File: src/hw/rtl/crrm_pkg.sv
`timescale 1ns / 1ps

package crrm_pkg;

    // Default sizes of the rule store.
    localparam int MAX_STAGES_DEF      = 8;
    localparam int RULES_PER_STAGE_DEF = 128;

    // Field widths fixed by the item formats.
    localparam int DATA_W  = 64;
    localparam int CMD_W   = 2;
    localparam int STAGE_W = 3;
    localparam int COUNT_W = 8;
    localparam int USE_W   = 4;

    // Configuration port.
    localparam int APB_AW = 3;
    localparam int APB_DW = 32;
    localparam logic REG_STAGES_IN_USE = 1'b0;
    localparam logic [USE_W-1:0] STAGES_IN_USE_RST = 4'd7;

    // Depth of the queue between the front and the back.
    localparam int QUEUE_DEPTH = 2;
    localparam int QUEUE_PW    = 1;

    // Item commands.
    typedef enum logic [CMD_W-1:0] {
        CMD_APPEND    = 2'd0,
        CMD_TRANSLATE = 2'd1,
        CMD_CLEAR     = 2'd2,
        CMD_NOP       = 2'd3
    } t_cmd;

    // One stored rule; the offset is destination minus source, taken at load.
    typedef struct packed {
        logic [DATA_W-1:0] offset;
        logic [DATA_W-1:0] source;
        logic [DATA_W-1:0] length;
    } t_rule;

    // One classified item on its way from the front to the back.
    typedef struct packed {
        t_cmd               kind;
        logic [STAGE_W-1:0] stage;
        t_rule              rule;
        logic [DATA_W-1:0]  value;
    } t_job;

endpackage

File: src/hw/rtl/crrm_in_if.sv
`timescale 1ns / 1ps

interface crrm_in_if;
    logic        valid;
    logic        ready;
    logic [1:0]  cmd;
    logic [2:0]  stage;
    logic [63:0] rule_dest;
    logic [63:0] rule_source;
    logic [63:0] rule_length;
    logic [63:0] value;

    modport source (
        output valid, cmd, stage, rule_dest, rule_source, rule_length, value,
        input  ready
    );
    modport sink (
        input  valid, cmd, stage, rule_dest, rule_source, rule_length, value,
        output ready
    );
endinterface

File: src/hw/rtl/crrm_front.sv
`timescale 1ns / 1ps

module crrm_front #(
    parameter int MAX_STAGES = crrm_pkg::MAX_STAGES_DEF
) (
    crrm_in_if.sink        i_in,
    input  logic           i_job_ready,
    output logic           o_job_valid,
    output crrm_pkg::t_job o_job
);

    crrm_pkg::t_cmd w_kind;
    logic           w_stage_ok;
    logic           w_keep;

    // Decode the command and check the target stage of a load.
    assign w_kind     = crrm_pkg::t_cmd'(i_in.cmd);
    assign w_stage_ok = 5'(i_in.stage) < 5'(MAX_STAGES);

    always_comb begin
        case (w_kind)
            crrm_pkg::CMD_APPEND:    w_keep = w_stage_ok;
            crrm_pkg::CMD_TRANSLATE: w_keep = 1'b1;
            crrm_pkg::CMD_CLEAR:     w_keep = 1'b1;
            default:                 w_keep = 1'b0;
        endcase
    end

    // Dropped items are taken at the same pace as kept ones.
    assign i_in.ready  = i_job_ready;
    assign o_job_valid = i_in.valid && w_keep;

    // The offset of a rule is worked out once, at load time.
    always_comb begin
        o_job.kind        = w_kind;
        o_job.stage       = i_in.stage;
        o_job.rule.offset = i_in.rule_dest - i_in.rule_source;
        o_job.rule.source = i_in.rule_source;
        o_job.rule.length = i_in.rule_length;
        o_job.value       = i_in.value;
    end

endmodule

File: src/flat_wrapper.sv
// flat-port wrapper written by rule: the top's interface ports become plain ports
module crrm_front_flat 
#(
    parameter int MAX_STAGES = crrm_pkg::MAX_STAGES_DEF
)
  (i_job_ready, o_job_valid, o_job, i_in_valid, i_in_cmd, i_in_stage, i_in_rule_dest, i_in_rule_source, i_in_rule_length, i_in_value, i_in_ready);
  crrm_in_if i_in_i ();
  input  logic i_job_ready;
  output logic o_job_valid;
  output crrm_pkg::t_job o_job;
  input wire logic [$bits(i_in_i.valid)-1:0] i_in_valid;
  input wire logic [$bits(i_in_i.cmd)-1:0] i_in_cmd;
  input wire logic [$bits(i_in_i.stage)-1:0] i_in_stage;
  input wire logic [$bits(i_in_i.rule_dest)-1:0] i_in_rule_dest;
  input wire logic [$bits(i_in_i.rule_source)-1:0] i_in_rule_source;
  input wire logic [$bits(i_in_i.rule_length)-1:0] i_in_rule_length;
  input wire logic [$bits(i_in_i.value)-1:0] i_in_value;
  output wire logic [$bits(i_in_i.ready)-1:0] i_in_ready;
  assign i_in_i.valid = i_in_valid;
  assign i_in_i.cmd = i_in_cmd;
  assign i_in_i.stage = i_in_stage;
  assign i_in_i.rule_dest = i_in_rule_dest;
  assign i_in_i.rule_source = i_in_rule_source;
  assign i_in_i.rule_length = i_in_rule_length;
  assign i_in_i.value = i_in_value;
  assign i_in_ready = i_in_i.ready;
  crrm_front #(.MAX_STAGES(MAX_STAGES)) u_core (.i_in(i_in_i), .i_job_ready(i_job_ready), .o_job_valid(o_job_valid), .o_job(o_job));
endmodule
File: config.mk
export PLATFORM = sky130hd
export DESIGN_NAME = crrm_front_flat
export DESIGN_NICKNAME = d
export VERILOG_FILES = /design/src/hw/rtl/crrm_pkg.sv /design/src/hw/rtl/crrm_in_if.sv /design/src/hw/rtl/crrm_front.sv /design/src/flat_wrapper.sv
export SDC_FILE = /design/constraint.sdc
export NUM_CORES = 1
export LEC_CHECK = 0
export BUFFER_PORTS_ARGS = -buffer_cell sky130_fd_sc_hd__buf_2
export CORE_AREA = 8 8 197 199
export DETAILED_ROUTE_END_ITERATION = 16
export DIE_AREA = 0 0 205 207
export GPL_TIMING_DRIVEN = 0
export PLACE_DENSITY = 0.5
export SLEW_MARGIN = 25
export SYNTH_ARGS = -nofsm -noshare
export SYNTH_HDL_FRONTEND = slang
export SYNTH_SLANG_ARGS = --single-unit
File: constraint.sdc
create_clock -name vclk -period 2.77
set_input_delay 0.1385 -clock vclk [all_inputs]
set_output_delay 0.1385 -clock vclk [all_outputs]
set_load 0.02 [all_outputs]
==> results.md, run 1 <==
- The run finished, with violations left.
- The checks that failed: negative setup slack.
- The area share of the largest cell type after synthesis is 26.47%.
- Walking the worst path, the cells encountered are buf_2 -> inv_2 -> ha_4 -> buf_6 -> nand4_1 -> or3_4 -> o211ai_1 -> buf_4 -> a21oi_4 -> a21o_1 -> o41a_1 -> o21ai_2 -> xor2_1 -> buf_4.
- The number of clock buffers in the layout is 0.
- Buffers placed on the I/O ports in this run total 394.
- After layout, the worst setup slack is -0.1312 ns.
- The synthesis-to-finish area growth is 77.23%.
- The core outline area is 35,910 um^2.
- The worst setup path is of the in -> out kind.
- The most common cell after layout, fill and taps aside is sky130_fd_sc_hd__buf_2.
- For the pin with the worst max-slew slack, the measured transition is approximately 0.57 ns.
- The count of mapped cells out of synthesis is 847.
- Across the run, the number of max-cap violations was 0.
- After routing the design area is approximately 10,000 um^2.
- Entering global routing, the biggest net connects 11 pins.
- The number of pins exceeding their max-slew limit in the final report came to 0.
- Data arrives at the worst endpoint at between 2 and 3 ns.
- The HPWL after detailed placement is 26.84 mm.
- The smallest clock period supported by the final layout is computed as 2.901 ns.
- Across the VDD grid, the largest voltage drop is 0.08666 mV.
- The total iterations of the first detailed-routing run is 4.
- The pre-CTS setup slack is -0.6867 ns.
- The cell with the largest stage delay on the worst path is sky130_fd_sc_hd__o41a_1.
- In the layout the commonest cells are sky130_fd_sc_hd__buf_2 (349), sky130_fd_sc_hd__buf_4 (290), sky130_fd_sc_hd__inv_1 (60).
- The final setup TNS is -0.7535 ns.
- Dividing the detail-routed wire length by the instance count gives 17.31 um.
- For this design the static power due to leakage is 5.097 nW.
- The global-route wire length before repair is approximately 44 mm.
- Across all layers, the routed design uses 7,259 vias.
- The net count of the finished layout is 1,630.
- After detailed routing, the number of remaining DRC violations is 0.
- The distinct cell type count of the synthesized netlist is 68.
- The die width is slightly above 200 um.
- The type of the tightest min-delay check is in -> out.
- After synthesis, the cell types taking the most area are sky130_fd_sc_hd__buf_4 (26%), sky130_fd_sc_hd__ha_1 (14%), sky130_fd_sc_hd__a21oi_1 (6.9%), sky130_fd_sc_hd__xnor2_1 (5.4%), sky130_fd_sc_hd__inv_1 (5.0%).
- The detailed router finished its first iteration with just under 300 violations.
- The number of warnings printed during yosys synthesis is 0.
- The number of nets in the synthesized netlist is 1,174.
- The floorplan step defined a die boundary enclosing between 40,000 and 50,000 um^2.
- The global-route usage over all layers is between 10% and 20%.
- The setup violation total in the final timing report is 12.
- The floorplan step set the die height to 207 um.
- The biggest cell delay along the critical path is 0.47 ns.
- Pin placement for this block handled 526 I/O pins.
- The initial utilization of the core area, before any placement, comes to roughly 16%.
- For this block, the routed nets add up to 30.67 mm of wire.
- The filler cells instantiated in the layout total around 4k.
- At the worst endpoint, the required time is 2.63 ns.
- After detailed routing, the number of vias per cell comes to 4.097.
- The kind of cell adding the most delay to the critical path is compound AO/OA/AOI/OAI gates.
- The number of antenna violations at the first check in global routing is 5.
- The total overflow left after global routing is 0.
- Setup repair after global routing could not meet its margin everywhere.
- The share of the Yosys chip area taken by registers is 0%.
- The area used by sequential logic in the layout is 0 um^2.
- The critical path contains buffers and inverters numbering 5 combined.
- The number of global-route vias before repair came to 7,613.
- STA classifies the critical path startpoint as an input pin.
- The synthesized design spends more area on one cell type than any other, namely sky130_fd_sc_hd__buf_4.
- The congestion estimate from routability-driven global placement came to 0.8492.
- The maximum operating frequency is 344.7 MHz.
- The cell seen most often among critical-path stages is sky130_fd_sc_hd__buf_4.
- The worst setup path is captured at an output pin.
- The number of sequential cells in the layout is 0.
- Each instance of the synthesized netlist takes up on average 6.662 um^2.
- The highest fanout seen on the critical path is 6.
- The post-route netlist has 64.41% of its cells at a drive strength greater than 1.
- Summing every instance area after synthesis gives 5643 um^2.
- The final count of hold timing violations is 0.
- The count of standard-cell rows is 70.
- In the finished design, the share of the clock period the worst path needs comes to 104.7%.
- The power density of the placed cells is 284.0 nW/um^2.
- The core occupancy in the finished layout is 27.85%.
- Measured against its own limit, the worst slew margin works out to 61.38%.
- The post-place instance area is roughly 8000 um^2.
- Once detail routing completed, the nets flagged for antenna violations numbered 0.
==> synthesized netlist by cell type, drive strengths merged, types with 8 or more instances <==
cell    instances
o21bai          9
nor2           52
clkbuf         23
ha             63
inv            75
and3            8
o21ai          53
a21oi          81
buf           210
nor3            9
nand4          24
nand3          11
nand2          56
a21o           21
nor2b          10
nand2b          8
xnor2          35
xor2           26
==> cell type report <==
class                      instances  area (um^2)  share of cell area (%)
buffer                           220         1659                   16.59
multi-input combinational        539         4692                   46.92
inverter                          75        299.0                   2.990
tap                              468        585.6                   5.855
timing repair buffer             467         2758                   27.57
antenna                            3        7.507                 0.07507
==> logic make-up (layout without fill, tap and decap cells) <==
group                      count (synthesis)  after routing  share of synthesized area (%)
other                                      0              3                              0
AOI/OAI and AO/OA                        219            219                          25.25
and+or+nand+nor                          195            195                          16.92
xor gates and xnor gates                  61             61                          9.468
adders and majority gates                 64             64                          14.32
buffers and inverters                    308            762                          34.04
==> per-layer routing <==
metal / wire length (um) / global-route usage (%) / share of wire (%) / vias up
met3: 2028 / 2.154 / 6.6 / 20
met4: 420 / 1.479 / 1.4 / 2
met5: 12 / 0 / 0.039 / -
met2: 15960 / 24.47 / 52 / 294
met1: 12250 / 15.25 / 40 / 3341
li1: - / - / - / 3602
==> worst paths after layout <==
path,end,slack (ns),depth (start not counted),from
worst max-delay path,o_job[250],-0.13,14,i_in_rule_source[13]
worst min-delay path,o_job[80],0.50,2,i_in_rule_length[16]
==> per-stage QoR <==
step | cells | hold slack, ns | total power (W)
finish | 1772 | 0.4958 | 0.002840
CTS | 1745 | 0.4980 | 0.002657
global route | 1771 | 0.4985 | 0.003042
global placement | 1709 | 0.4989 | 0.002324
detailed placement | 1709 | 0.4981 | 0.002326
floorplan | 847 | 0.3896 | 0.001517
==> repair_timing <==
item | in CTS | in global routing
resized for setup | 166 | 132
pin swaps | 66 | 70
setup buffers | 45 | 30
hold buffers | 0 | 0
endpoints found under the setup margin | 30 | 30
==> power by group <==
group	switching (W)	total [W]	internal (W)
Clock	0	0.000000000145	0.000000000145
Combinational	0.00159	0.00284	0.00125
Sequential	0	0	0
No activity file was read; power rests on OpenSTA's default activity.
==> run 2, diff against run 1 <==
--- a/config.mk
+++ b/config.mk
@@ -6,11 +6,12 @@
 export NUM_CORES = 1
 export LEC_CHECK = 0
 export BUFFER_PORTS_ARGS = -buffer_cell sky130_fd_sc_hd__buf_2
+export CAP_MARGIN = 40
 export CORE_AREA = 8 8 197 199
 export DETAILED_ROUTE_END_ITERATION = 16
 export DIE_AREA = 0 0 205 207
 export GPL_TIMING_DRIVEN = 0
-export PLACE_DENSITY = 0.5
+export PLACE_DENSITY = 0.43
 export SLEW_MARGIN = 25
 export SYNTH_ARGS = -nofsm -noshare
 export SYNTH_HDL_FRONTEND = slang
==> run 2 against run 1 <==
Against the previous run:
- the run still ends with negative setup slack left
- critical path depth shrank 1
- first-iteration DRC count shrank 3.8%
- count of clock-buffer cells in the layout is the same
- utilization shrank 0.51 points
- power shrank 2.6%
- cell area shrank 1.8%
- setup slack lost 0.044 ns
- non-clock buffer count shrank 10
==> results.md, run 2 (synthesis gave the netlist of run 1 again) <==
- The final layout contains routed wiring with a total length of between 20 and 30 mm.
- In the final layout, the multi-input gates occupy 4611 um^2.
- Hold is met by 0.4961 ns.
- STA puts the critical path data arrival time at 2.81 ns.
- The count of standard-cell rows is 70.
- The slew at the pin with the worst max-slew slack is 0.7007 ns.
- Measured against its own limit, the worst slew margin works out to 52.79%.
- The maximum VDD drop is 0.09046 mV.
- The data required time of the critical path is 2.63 ns.
- The area growth from synthesis to layout is 73.97%.
- The library cell used most frequently in the layout, excluding fill and tap cells, is sky130_fd_sc_hd__buf_2.
- Of the cells placed in the final design, the portion with a size suffix greater than 1 is 63.52%.
- The startpoint of the most critical hold path is i_in_value[36].
- The biggest cell delay along the critical path is approximately 0.45 ns.
- The global routing stage identified its most utilized layer as met2.
- The layout has 0 clock buffers.
- The setup violation total in the final timing report is 12.
- The total grt overflow is 0.
- The first TritonRoute pass finished after 4 iterations.
- In this run, post-CTS hold repair placed 0 buffers.
- The design draws 0.002768 W.
- The signal on the critical path passes through buf_8 -> ha_4 -> fa_2 -> nand2b_4 -> a21oi_4 -> o211ai_1 -> a2111oi_4 -> a2111oi_4 -> nor2_4 -> a31oi_4 -> o41ai_4 -> xor2_2 -> buf_6.
- Detailed placement finished with a half-perimeter wire length of 26.52 mm.
- The final-layout fill cell count is 4,012.
- The worst setup path is launched from an input pin.
- The post-route antenna net violation count is 0.
- In the layout the commonest cells are sky130_fd_sc_hd__buf_2 (354), sky130_fd_sc_hd__buf_4 (276), sky130_fd_sc_hd__inv_1 (59).
- Setup repair after global routing could not meet its margin everywhere.
- The final reports fail on negative setup slack.
- For this run, the total global-route usage over all layers was measured as around an eighth.
- The die is just over 200 um tall.
- The number of sequential cells in the layout is 0.
- The number of antenna violations at the first check in global routing is 5.
- The number of pins exceeding their max-slew limit in the final report is 0.
- The area enclosed by the die boundary is between 40,000 and 50,000 um^2.
- The initial utilization of the core area, before any placement, comes to between 10% and 20%.
- The type of the tightest min-delay check is in -> out.
- The die width is roughly 210 um.
- The critical path starts at i_in_rule_source[0].
- The core region is about 36,000 um^2.
- The fraction of the cycle the final worst path needs is 106.3%.
- The final net count is ~1.6k.
- Entering global routing, the biggest net connects 11 pins.
- The first global-routing pass estimated 43.95 mm of wire.
- For this design the top-level I/O count stands at around 530.
- Counting stages on the worst path, the most repeated cell is sky130_fd_sc_hd__a2111oi_4.
- The tool flagged a number of max-cap violations equal to 0.
- The power density of the placed cells is about 280 nW/um^2.
- Setup slack on the critical path of the routed design comes to -0.1751 ns.
- At the end of routability-driven placement, the weighted congestion stood at 0.8398.
- The final count of hold timing violations is 0.
- The total DRC errors in the routed layout is 0.
- The total of buffers placed on input and output ports is 394.
- The minimum clock period after layout is 2.945 ns.
- The routed layout has between 7k and 8k vias.
- After the first detailed-routing iteration, the DRC count stood at 278.
- The standby leakage power is 5.019 nW.
- The met1 track demand over resource is 15.25%.
- For met3 alone, demand over resource in global routing was 2.575%.
- The cell with the largest stage delay on the worst path is sky130_fd_sc_hd__a2111oi_4.
- The mean routed wirelength per cell is between 15 and 20 um.
- The worst setup path is captured at an output pin.
- Of all nets on the critical path, the largest fanout is 3.
- For met2 alone, demand over resource in global routing was approximately a quarter.
- The area used by sequential logic in the layout is 0 um^2.
- The number of global-route vias before repair is 7,722.
- Based on the critical path, the design can be clocked at up to 339.6 MHz.
- Using the TritonRoute via totals, the vias-per-cell ratio works out to between 4 and 5.
- The worst setup path is of the in -> out kind.
- The flow ran to the end, but the final reports show violations.
## run 2: metrics by stage
| step | area, um^2 | setup TNS (ns) | utilization [%] | instances | worst slack [ns] |
|---|---|---|---|---|---|
| floorplan | 5659 | 0 | - | 847 | 0.008782 |
| global placement | 8217 | -8.752 | 22.88 | 1709 | -0.6592 |
| detailed placement | 8217 | -8.720 | 22.88 | 1709 | -0.6494 |
| CTS | 9351 | -2.267 | 26.04 | 1749 | -0.3236 |
| global route | 9814 | -3.017 | 27.33 | 1759 | -0.2938 |
| finish | 9817 | -0.9742 | 27.34 | 1760 | -0.1751 |
## run 2: power breakdown
part           switching (W)     internal [W]  leakage, nW
logic                0.00156          0.00121         5.02
registers                  0                0            0
clock network              0  0.0000000000483   0.00000634
## run 2: layer usage
layer / up-vias / share of wire, %
li1: 3594 / -
met5: - / 0.17
met3: 34 / 7.5
met2: 303 / 50
met4: 8 / 1.9
met1: 3357 / 40
## run 2: worst max-delay path, delay by kind of cell
family / cells / cell delay [ns]
buf+inv: 2 / 0.24
compound gates: 6 / 1.38
simple gates: 2 / 0.38
fa+ha+maj: 2 / 0.50
xor+xnor: 1 / 0.18
## run 2: repair_timing
item                       in CTS  in global routing
gates resized for setup       183                 89
setup endpoints to repair      28                 28
setup buffers                  50                 19
pin swaps                      62                 64
## run 2: cell type report
| class | instances | share of cell area, % |
|---|---|---|
| multi-input combinational | 539 | 46.97 |
| inverter | 75 | 3.046 |
| antenna | 1 | 0.02549 |
| timing repair buffer | 460 | 27.45 |
| buffer | 217 | 16.54 |
| tap | 468 | 5.965 |
## run 2: final timing paths
path,end,depth (start not counted)
min,o_job[36],2
max,o_job[252],13
