File: src/hw/rtl/crrm_pkg.sv
`timescale 1ns / 1ps

package crrm_pkg;

    // Default sizes of the rule store.
    localparam int MAX_STAGES_DEF      = 8;
    localparam int RULES_PER_STAGE_DEF = 128;

    // Field widths fixed by the item formats.
    localparam int DATA_W  = 64;
    localparam int CMD_W   = 2;
    localparam int STAGE_W = 3;
    localparam int COUNT_W = 8;
    localparam int USE_W   = 4;

    // Configuration port.
    localparam int APB_AW = 3;
    localparam int APB_DW = 32;
    localparam logic REG_STAGES_IN_USE = 1'b0;
    localparam logic [USE_W-1:0] STAGES_IN_USE_RST = 4'd7;

    // Depth of the queue between the front and the back.
    localparam int QUEUE_DEPTH = 2;
    localparam int QUEUE_PW    = 1;

    // Item commands.
    typedef enum logic [CMD_W-1:0] {
        CMD_APPEND    = 2'd0,
        CMD_TRANSLATE = 2'd1,
        CMD_CLEAR     = 2'd2,
        CMD_NOP       = 2'd3
    } t_cmd;

    // One stored rule; the offset is destination minus source, taken at load.
    typedef struct packed {
        logic [DATA_W-1:0] offset;
        logic [DATA_W-1:0] source;
        logic [DATA_W-1:0] length;
    } t_rule;

    // One classified item on its way from the front to the back.
    typedef struct packed {
        t_cmd               kind;
        logic [STAGE_W-1:0] stage;
        t_rule              rule;
        logic [DATA_W-1:0]  value;
    } t_job;

endpackage

File: src/hw/rtl/crrm_queue.sv
`timescale 1ns / 1ps

module crrm_queue (
    input  logic           i_clk,
    input  logic           i_rst_n,
    input  logic           i_wvalid,
    output logic           o_wready,
    input  crrm_pkg::t_job i_wdata,
    output logic           o_rvalid,
    input  logic           i_rready,
    output crrm_pkg::t_job o_rdata
);

    localparam int PW = crrm_pkg::QUEUE_PW;

    crrm_pkg::t_job r_mem [crrm_pkg::QUEUE_DEPTH];
    logic [PW-1:0]  r_wptr;
    logic [PW-1:0]  r_rptr;
    logic [PW:0]    r_count;
    logic           w_push;
    logic           w_pop;

    assign o_wready = r_count != (PW + 1)'(crrm_pkg::QUEUE_DEPTH);
    assign o_rvalid = r_count != '0;
    assign o_rdata  = r_mem[r_rptr];
    assign w_push   = i_wvalid && o_wready;
    assign w_pop    = o_rvalid && i_rready;

    // Storage of queued items.
    always_ff @(posedge i_clk) begin
        if (w_push) begin
            r_mem[r_wptr] <= i_wdata;
        end
    end

    // Pointers and fill count.
    always_ff @(posedge i_clk) begin
        if (!i_rst_n) begin
            r_wptr  <= '0;
            r_rptr  <= '0;
            r_count <= '0;
        end else begin
            if (w_push) begin
                r_wptr <= r_wptr + PW'(1);
            end
            if (w_pop) begin
                r_rptr <= r_rptr + PW'(1);
            end
            if (w_push && !w_pop) begin
                r_count <= r_count + (PW + 1)'(1);
            end else if (w_pop && !w_push) begin
                r_count <= r_count - (PW + 1)'(1);
            end
        end
    end

endmodule

File: config.mk
export PLATFORM = sky130hd
export DESIGN_NAME = crrm_queue
export DESIGN_NICKNAME = d
export VERILOG_FILES = /design/src/hw/rtl/crrm_pkg.sv /design/src/hw/rtl/crrm_queue.sv
export SDC_FILE = /design/constraint.sdc
export NUM_CORES = 1
export LEC_CHECK = 0
export BUFFER_PORTS_ARGS = -buffer_cell sky130_fd_sc_hd__buf_2
export CORE_ASPECT_RATIO = 0.8
export CORE_MARGIN = 2
export CORE_UTILIZATION = 39
export DETAILED_ROUTE_END_ITERATION = 8
export GPL_TIMING_DRIVEN = 0
export PLACE_DENSITY = 0.7
export SLEW_MARGIN = 20
export SYNTH_ARGS = -nofsm -noshare
export SYNTH_HDL_FRONTEND = slang
export SYNTH_SLANG_ARGS = --single-unit
File: constraint.sdc
create_clock -name i_clk -period 8.7 [get_ports i_clk]
set_input_delay 1.74 -clock i_clk [delete_from_list [all_inputs] [get_ports i_clk]]
set_output_delay 1.74 -clock i_clk [all_outputs]
set_load 0.05 [all_outputs]
==> results of run 1 <==
synth_stat cells:
master	count	area share, %
sky130_fd_sc_hd__edfxtp_1	522	79
sky130_fd_sc_hd__mux2_4	190	14
sky130_fd_sc_hd__mux2_2	71	4.0
sky130_fd_sc_hd__buf_6	22	1.2
sky130_fd_sc_hd__buf_2	7	0.18
sky130_fd_sc_hd__dfxtp_1	5	0.50
sky130_fd_sc_hd__and2_1	4	0.13
sky130_fd_sc_hd__xnor2_1	2	0.088
sky130_fd_sc_hd__a21bo_2	1	0.050
sky130_fd_sc_hd__a21boi_0	1	0.038
sky130_fd_sc_hd__a21boi_1	1	0.038
sky130_fd_sc_hd__and3_1	1	0.032
sky130_fd_sc_hd__ha_1	1	0.063
sky130_fd_sc_hd__inv_1	1	0.019
sky130_fd_sc_hd__nand2b_4	1	0.069
sky130_fd_sc_hd__nand3b_1	1	0.038
sky130_fd_sc_hd__o21ai_0	1	0.025
sky130_fd_sc_hd__o21ai_1	1	0.025
sky130_fd_sc_hd__or2_2	1	0.032
sky130_fd_sc_hd__or3_1	1	0.032
sky130_fd_sc_hd__xor2_1	1	0.044
worst paths after layout:
kind                            cells after the start       start             to
worst min-delay path                                2  r_count[1]     r_count[1]
worst min register to register                      2  r_count[1]     r_count[1]
worst max-delay path                                4   flip-flop     o_rdata[6]
worst max register to register                      5  r_count[0]  r_mem[1][176]
worst max-delay path: stages, from the launching register on:
cell	delay, ns
sky130_fd_sc_hd__dfxtp_1	0.32
sky130_fd_sc_hd__buf_6	0.16
sky130_fd_sc_hd__buf_2	0.32
sky130_fd_sc_hd__mux2_2	0.48
sky130_fd_sc_hd__buf_2	0.24
area by class of cell:
class / instances / area (sq um)
Fill cell: 4141 / 24900
Sequential cell: 527 / 15800
Multi-Input combinational cell: 279 / 3800
Timing Repair Buffer: 534 / 2820
Clock buffer: 66 / 1380
Tap cell: 675 / 845
Buffer: 29 / 283
Clock inverter: 24 / 189
Inverter: 1 / 11.3
Antenna cell: 4 / 10.0
power by group through the flow:
| stage | sequential [mW] | clock, mW | combinational [mW] |
|---|---|---|---|
| after floorplan | 3.37 | 0 | 2.48 |
| after global placement | 3.43 | 0 | 3.13 |
| after detailed placement | 3.30 | 0 | 3.18 |
| after CTS | 3.25 | 2.15 | 3.18 |
| after global routing | 3.27 | 2.24 | 3.27 |
| final | 3.24 | 2.08 | 3.14 |
kinds of logic (layout without fill, tap and decap cells):
kind of cell             count (synthesis)  after routing  share of synthesized area, %
flip-flops                             527            527                          79.5
multiplexers                           261            261                          18.4
buffers and inverters                   30            654                          1.44
AND/OR/NAND/NOR                          9              9                         0.328
AO/OA/AOI/OAI                            5              5                         0.176
XOR/XNOR                                 3              3                         0.132
adder cells (fa/ha/maj)                  1              1                        0.0630
other                                    0              4                             0
through the flow:
step                worst slack [ns]  instance area [sq um]
floorplan                      0.310                  19900
global placement               -3.20                  23300
detailed placement              4.89                  23500
CTS                             4.78                  25100
global route                    4.74                  25100
finish                          4.87                  25100
registers in the layout (all words and copies together), names as in the netlist, named ones only:
| signal | cells |
|---|---|
| r_count | 2 |
| r_rptr | 1 |
| r_wptr | 1 |
| r_mem | 522 |
routing by layer:
layer  GRT usage (%)  vias up
met1            17.8     4950
met2            25.4      339
li1                -     4534
met4            5.18       10
met5               0        -
met3            5.12       75
==> qor_table.md, run 1 <==
| Result | This run | Unit |
|:---|:---|:---|
| Post-layout instance count excluding filler cells | 2,139 | - |
| Switching power | 3.13 | mW |
| Hold_ws | 0.591 | ns |
| Number of buffer cells added on primary ports | 527 | - |
| Vias per cell | 4.63 | - |
| Violation count after the first detailed-routing iteration | 534 | - |
| Placement Rows | 73 | - |
| Mapped Nets | 1,102 | - |
| Number of global-route vias before repair | 10,200 | - |
| Fraction of the cycle the final worst path needs | 44.0 | % |
| Summed instance area of the synthesized netlist | 0.0199 | sq mm |
| Number of buffers added to fix hold violations after cts | 0 | - |
| Maximum clock rate | 261 | MHz |
| Flops & latches, synth | 527 | - |
| Layout overhead on the synthesized area | 26.4 | % |
| Worst setup path class | reg -> out | - |
| Total wirelength of the detailed-routed design | 41,400 | um |
| Critical Path Source Type | flip-flop | - |
| Global placer's final weighted congestion | 0.786 | - |
| Layout cells sized above 1 | 61.5 | % |
| Commonest cells after routing, fill and taps aside | sky130_fd_sc_hd__buf_2 (534), sky130_fd_sc_hd__edfxtp_1 (522), sky130_fd_sc_hd__mux2_4 (190), sky130_fd_sc_hd__mux2_2 (71), sky130_fd_sc_hd__clkbuf_16 (53) | - |
| Post-route minimum period | 3.83 | ns |
| Count of buffers added by post-CTS timing repair for setup | 0 | - |
| Die Wd | 256 | um |
| Die outline area | 0.0527 | sq mm |
| Internal Dissipation | 5.35 | mW |
| Net switching fraction of the power | 36.9 | % |
| M1 wire length | 16,200 | um |
| Total length of routed met3 wires | 3150 | um |
| Clock tree from TritonCTS | yes | - |
| Worst slew margin | 57.1 | % |
| Worst slew pin tran | 0.643 | ns |
| Floorplan die height | 206 | um |
| Final Core Density | 50.2 | % |
| Arrival time at the worst endpoint | 2.09 | ns |
| Setup TNS | 0 | ns |
| Worst reg-to-reg setup slack | 6.14 | ns |
| Cts bufs inserted | 52 | - |
| Global routing usage summed across all routing layers | 14.9 | % |
| GRT overflow | 0 | - |
| Num Clock Sinks | 527 | - |
| Data required time at the worst endpoint | 6.96 | ns |
| Overall power | 8.47 | mW |
| Clock-pin slew on the worst setup and hold paths | 0.06 | ns |
| Top-level I/O count | 528 | - |
| DRC Markers | 0 | - |
| First-pass GRT wire length | 60,400 | um |
| Final number of hold-violating endpoints | 0 | - |
| Final net count | 1,690 | - |
| DR pass1 iterations | 4 | - |
| Number of H-tree branching levels | 2 | - |
| DR WL/cell | 19.4 | um |
| Worst-path fanout max | 10 | - |
| Yosys warning count | 0 | - |
| Clock power share | 24.6 | % |
| Status | finished, final reports clean | - |
| Sequential Power Share | 38.3 | % |
| Buffer depth of the longest clock path | 3 | - |
| Initial antenna violation count | 8 | - |
| Post-detailed-route count of antenna-violating nets | 0 | - |
| Gate power share | 37.1 | % |
| Clk_skew | 0.0160 | ns |
| Per-instance average area after synthesis | 23.7 | sq um |
| Worst ir drop on vdd | 0.283 | mV |
| Amount of wire on met2 after detailed routing | 21,000 | um |
| RSZ-0062 raised after global routing | false | - |
| Skew-Pair Late Insertion Delay | 0.57 | ns |
| Half-perimeter wire length after placement | 29,100 | um |
| Count of unique library cells instantiated by Yosys | 21 | - |
| Proportion of synthesized chip area in sequential cells | 79.5 | % |
| Number of pins with negative max-slew slack in the final report | 0 | - |
| Quantity of gates resized following cts | 0 | - |
| Maximum number of pins on one net before global-route repair | 99 | - |
| CTS root buf | sky130_fd_sc_hd__clkbuf_16 | - |
| Max cap viols | 0 | - |
| Syn Inst Count | 836 | - |
| Power per cell area | 338 | mW/mm^2 |
| Element type at the critical path end | output pin | - |
| Vias post-DR | 9,908 | - |
| Leakage | 9.69 | nW |
| Class of the most critical hold timing path | reg -> reg | - |
| Top Metal Used | met5 | - |
| Most common library cell in the layout ignoring fill and taps | sky130_fd_sc_hd__buf_2 | - |
| Initial core utilization | 39.7 | % |
| Total instance count after detailed placement | 2,045 | - |
| Area of the core region | 0.0500 | sq mm |
| Count of final setup violators | 0 | - |
No activity file was read; power rests on OpenSTA's default activity.
==> run 2, diff against run 1 <==
- PLACE_DENSITY: 0.7 -> 0.68
- clock period: 8.7 -> 3.7 ns (I/O delays scaled with it)
==> qor_table.md, run 2 (synthesized netlist as in run 1, its figures left out) <==
| Result | This run | Unit | Change |
|:---|:---|:---|:---|
| Register with the highest flop count | r_mem | - | unchanged |
| Class of the most critical hold timing path | in -> reg | - | was reg -> reg |
| Worst-path fanout max | 11 | - | was 10 |
| Initial core utilization | 39.7 | % | unchanged |
| Number of global-route vias before repair | 10,400 | - | was 10,200 |
| Overall power | 20.6 | mW | was 8.47 mW |
| Number of pins with negative max-slew slack in the final report | 0 | - | unchanged |
| Half-perimeter wire length after placement | 30,100 | um | was 29,100 um |
| DR WL/cell | 19.5 | um | was 19.4 um |
| Fill cell total of the finished layout | 4,062 | - | was 4,141 |
| Power per cell area | 809 | mW/mm^2 | was 338 mW/mm^2 |
| Max cap viols | 0 | - | unchanged |
| Area of the core region | 0.0500 | sq mm | unchanged |
| Skew-Pair Late Insertion Delay | 0.57 | ns | about the same |
| Global routing usage summed across all routing layers | 15.1 | % | was 14.9% |
| Critical Path Source Type | flip-flop | - | unchanged |
| Most common cell on crit path | sky130_fd_sc_hd__buf_2 | - | unchanged |
| Number of flip-flops under the largest register name | 522 | - | unchanged |
| Biggest regs | r_mem: 522 flops, r_count: 2 flops | - | unchanged |
| Global placer's final weighted congestion | 0.788 | - | was 0.786 |
| Worst slew pin tran | 0.566 | ns | was 0.643 ns |
| Count of buffers added by post-CTS timing repair for setup | 0 | - | unchanged |
| Worst setup path class | reg -> out | - | unchanged |
| Met1 capacity usage during global routing | 17.6 | % | was 17.8% |
| Grt peak-use layer | met2 | - | unchanged |
| CTS root buf | sky130_fd_sc_hd__clkbuf_16 | - | unchanged |
| Finished layout cell area | 0.0255 | sq mm | was 0.0251 sq mm |
| Number of buffer cells added on primary ports | 527 | - | unchanged |
| Number of buffers added to fix hold violations after cts | 0 | - | unchanged |
| Series of cell instances along the critical path | buf_6 > buf_2 > mux2_2 > buf_2 | - | unchanged |
| Vias post-DR | 9,935 | - | was 9,908 |
| Cts bufs inserted | 52 | - | unchanged |
| Layout overhead on the synthesized area | 28.5 | % | was 26.4% |
| GRT overflow | 0 | - | unchanged |
| DR pass1 iterations | 4 | - | unchanged |
| Clock-pin slew on the worst setup and hold paths | 0.06 | ns | about the same |
| Pre-CTS setup slack | 0.900 | ns | was 4.89 ns |
| Die outline area | 0.0527 | sq mm | unchanged |
| Most common library cell in the layout ignoring fill and taps | sky130_fd_sc_hd__buf_2 | - | unchanged |
| Worst ir drop on vdd | 0.511 | mV | was 0.283 mV |
| RSZ-0062 raised after global routing | false | - | unchanged |
| Element type at the critical path end | output pin | - | unchanged |
| Worst slew margin | 62.3 | % | was 57.1% |
| Total wirelength of the detailed-routed design | 41,900 | um | was 41,400 um |
| Die Wd | 256 | um | unchanged |
| Leakage | 9.85 | nW | was 9.69 nW |
| Data required time at the worst endpoint | 2.96 | ns | was 6.96 ns |
| Sequential cell area | 0.0158 | sq mm | unchanged |
| Status | finished, final reports clean | - | unchanged |
| Maximum number of pins on one net before global-route repair | 52 | - | was 99 |
| First-pass GRT wire length | 60,900 | um | was 60,400 um |
| Setup TNS | 0 | ns | unchanged |
| Maximum clock rate | 355 | MHz |  |
| Clock tree from TritonCTS | yes | - | unchanged |
| Post-detailed-route count of antenna-violating nets | 0 | - | unchanged |
| Num Clock Sinks | 527 | - | unchanged |
| Count of final setup violators | 0 | - | unchanged |
| Fraction of the cycle the final worst path needs | 76.1 | % |  |
| DRC Markers | 0 | - | unchanged |
| Standard cell with the maximum stage delay on the critical path | sky130_fd_sc_hd__mux2_2 | - | unchanged |
| Final number of hold-violating endpoints | 0 | - | unchanged |
| Instance area at placement | 0.0237 | sq mm | was 0.0235 sq mm |
| Final net count | 1,697 | - | was 1,690 |
| Post-route minimum period | 2.82 | ns |  |
| Peak per-stage delay on the critical path | 0.41 | ns | was 0.48 ns |
| Buffer depth of the longest clock path | 3 | - | unchanged |
| Met2 Resource Use GR | 26.5 | % | was 25.4% |
| GR Layer Usage met3 | 5.20 | % | was 5.12% |
| Quantity of gates resized following cts | 0 | - | unchanged |
| Clk_skew | 0.0230 | ns | was 0.0160 ns |
| Buffers & Inverters on Critical Path | 3 | - | unchanged |
| Layout cells sized above 1 | 62.1 | % | was 61.5% |
| Number of H-tree branching levels | 2 | - | unchanged |
| Vias per cell | 4.61 | - | was 4.63 |
| Smallest setup slack after layout | 0.883 | ns | was 4.87 ns |
| Initial antenna violation count | 5 | - | was 8 |
| Arrival time at the worst endpoint | 2.08 | ns | was 2.09 ns |
| Commonest cells after routing, fill and taps aside | sky130_fd_sc_hd__buf_2 (534), sky130_fd_sc_hd__edfxtp_1 (522), sky130_fd_sc_hd__mux2_4 (190), sky130_fd_sc_hd__mux2_2 (71), sky130_fd_sc_hd__clkbuf_16 (53) | - | unchanged |
| Top-level I/O count | 528 | - | unchanged |
| Crit-path leading delay family | buffers and inverters | - | unchanged |
| Violation count after the first detailed-routing iteration | 458 | - | was 534 |
| Floorplan die height | 206 | um | unchanged |
| Area occupied by multi-input gates | 0.00380 | sq mm | unchanged |
| Placement Rows | 73 | - | unchanged |
## run 2: cell count changes in the layout (fill, tap and decap cells not counted)
cell,previous run,this run
sky130_fd_sc_hd__inv_6,1,2
sky130_fd_sc_hd__clkinv_2,12,6
sky130_fd_sc_hd__buf_16,5,6
sky130_fd_sc_hd__buf_12,2,8
sky130_fd_sc_hd__diode_2,4,5
sky130_fd_sc_hd__clkinv_1,8,14
sky130_fd_sc_hd__clkbuf_1,13,3
sky130_fd_sc_hd__bufinv_16,3,11
sky130_fd_sc_hd__clkinvlp_4,0,7
## run 2: where the power goes
part | total [mW] | internal (mW) | switching, mW
combinational | 7.48 | 2.37 | 5.11
clock | 5.54 | 3.38 | 2.16
sequential | 7.62 | 7.45 | 0.176
total | 20.6 | 13.2 | 7.44
## run 2: final cells by class
cell class / instances / share of cell area, %
Antenna cell: 5 / 0.0491
Sequential cell: 527 / 61.8
Buffer: 29 / 1.11
Clock buffer: 56 / 5.24
Multi-Input combinational cell: 279 / 14.9
Tap cell: 675 / 3.31
Timing Repair Buffer: 541 / 11.6
Inverter: 1 / 0.0294
Clock inverter: 40 / 1.91
## run 2: final timing paths
path / from / endpoint / slack (ns) / cells past startpoint
worst max-delay path: flip-flop / o_rdata[2] / 0.88 / 4
worst min-delay path: i_wdata[223] / r_mem[0][223] / 0.35 / 1
worst min register to register: r_count[1] / r_count[1] / 0.55 / 2
worst max register to register: r_count[0] / r_mem[0][55] / 1.15 / 7
## run 2: worst register-to-register path, delay by kind of cell (launching register included)
| family | cells | cell delay (ns) |
|---|---|---|
| flip-flops | 1 | 0.42 |
| AND/OR/NAND/NOR | 2 | 0.35 |
| buffers and inverters | 5 | 1.44 |
## run 2: metal layers
metal / up-vias / routed length, um
met1: 4954 / 16100
met5: - / 40
li1: 4563 / -
met4: 6 / 700
met3: 61 / 3370
met2: 351 / 21800
## run 2: metrics by stage
step | instances | hold WS (ns) | utilization [%]
after floorplan | 836 | 0.512 | -
after global placement | 2038 | 0.528 | 46.7
after detailed placement | 2052 | 0.544 | 47.4
after CTS | 2148 | 0.294 | 51.0
after global routing | 2150 | 0.304 | 51.0
final | 2153 | 0.346 | 51.1
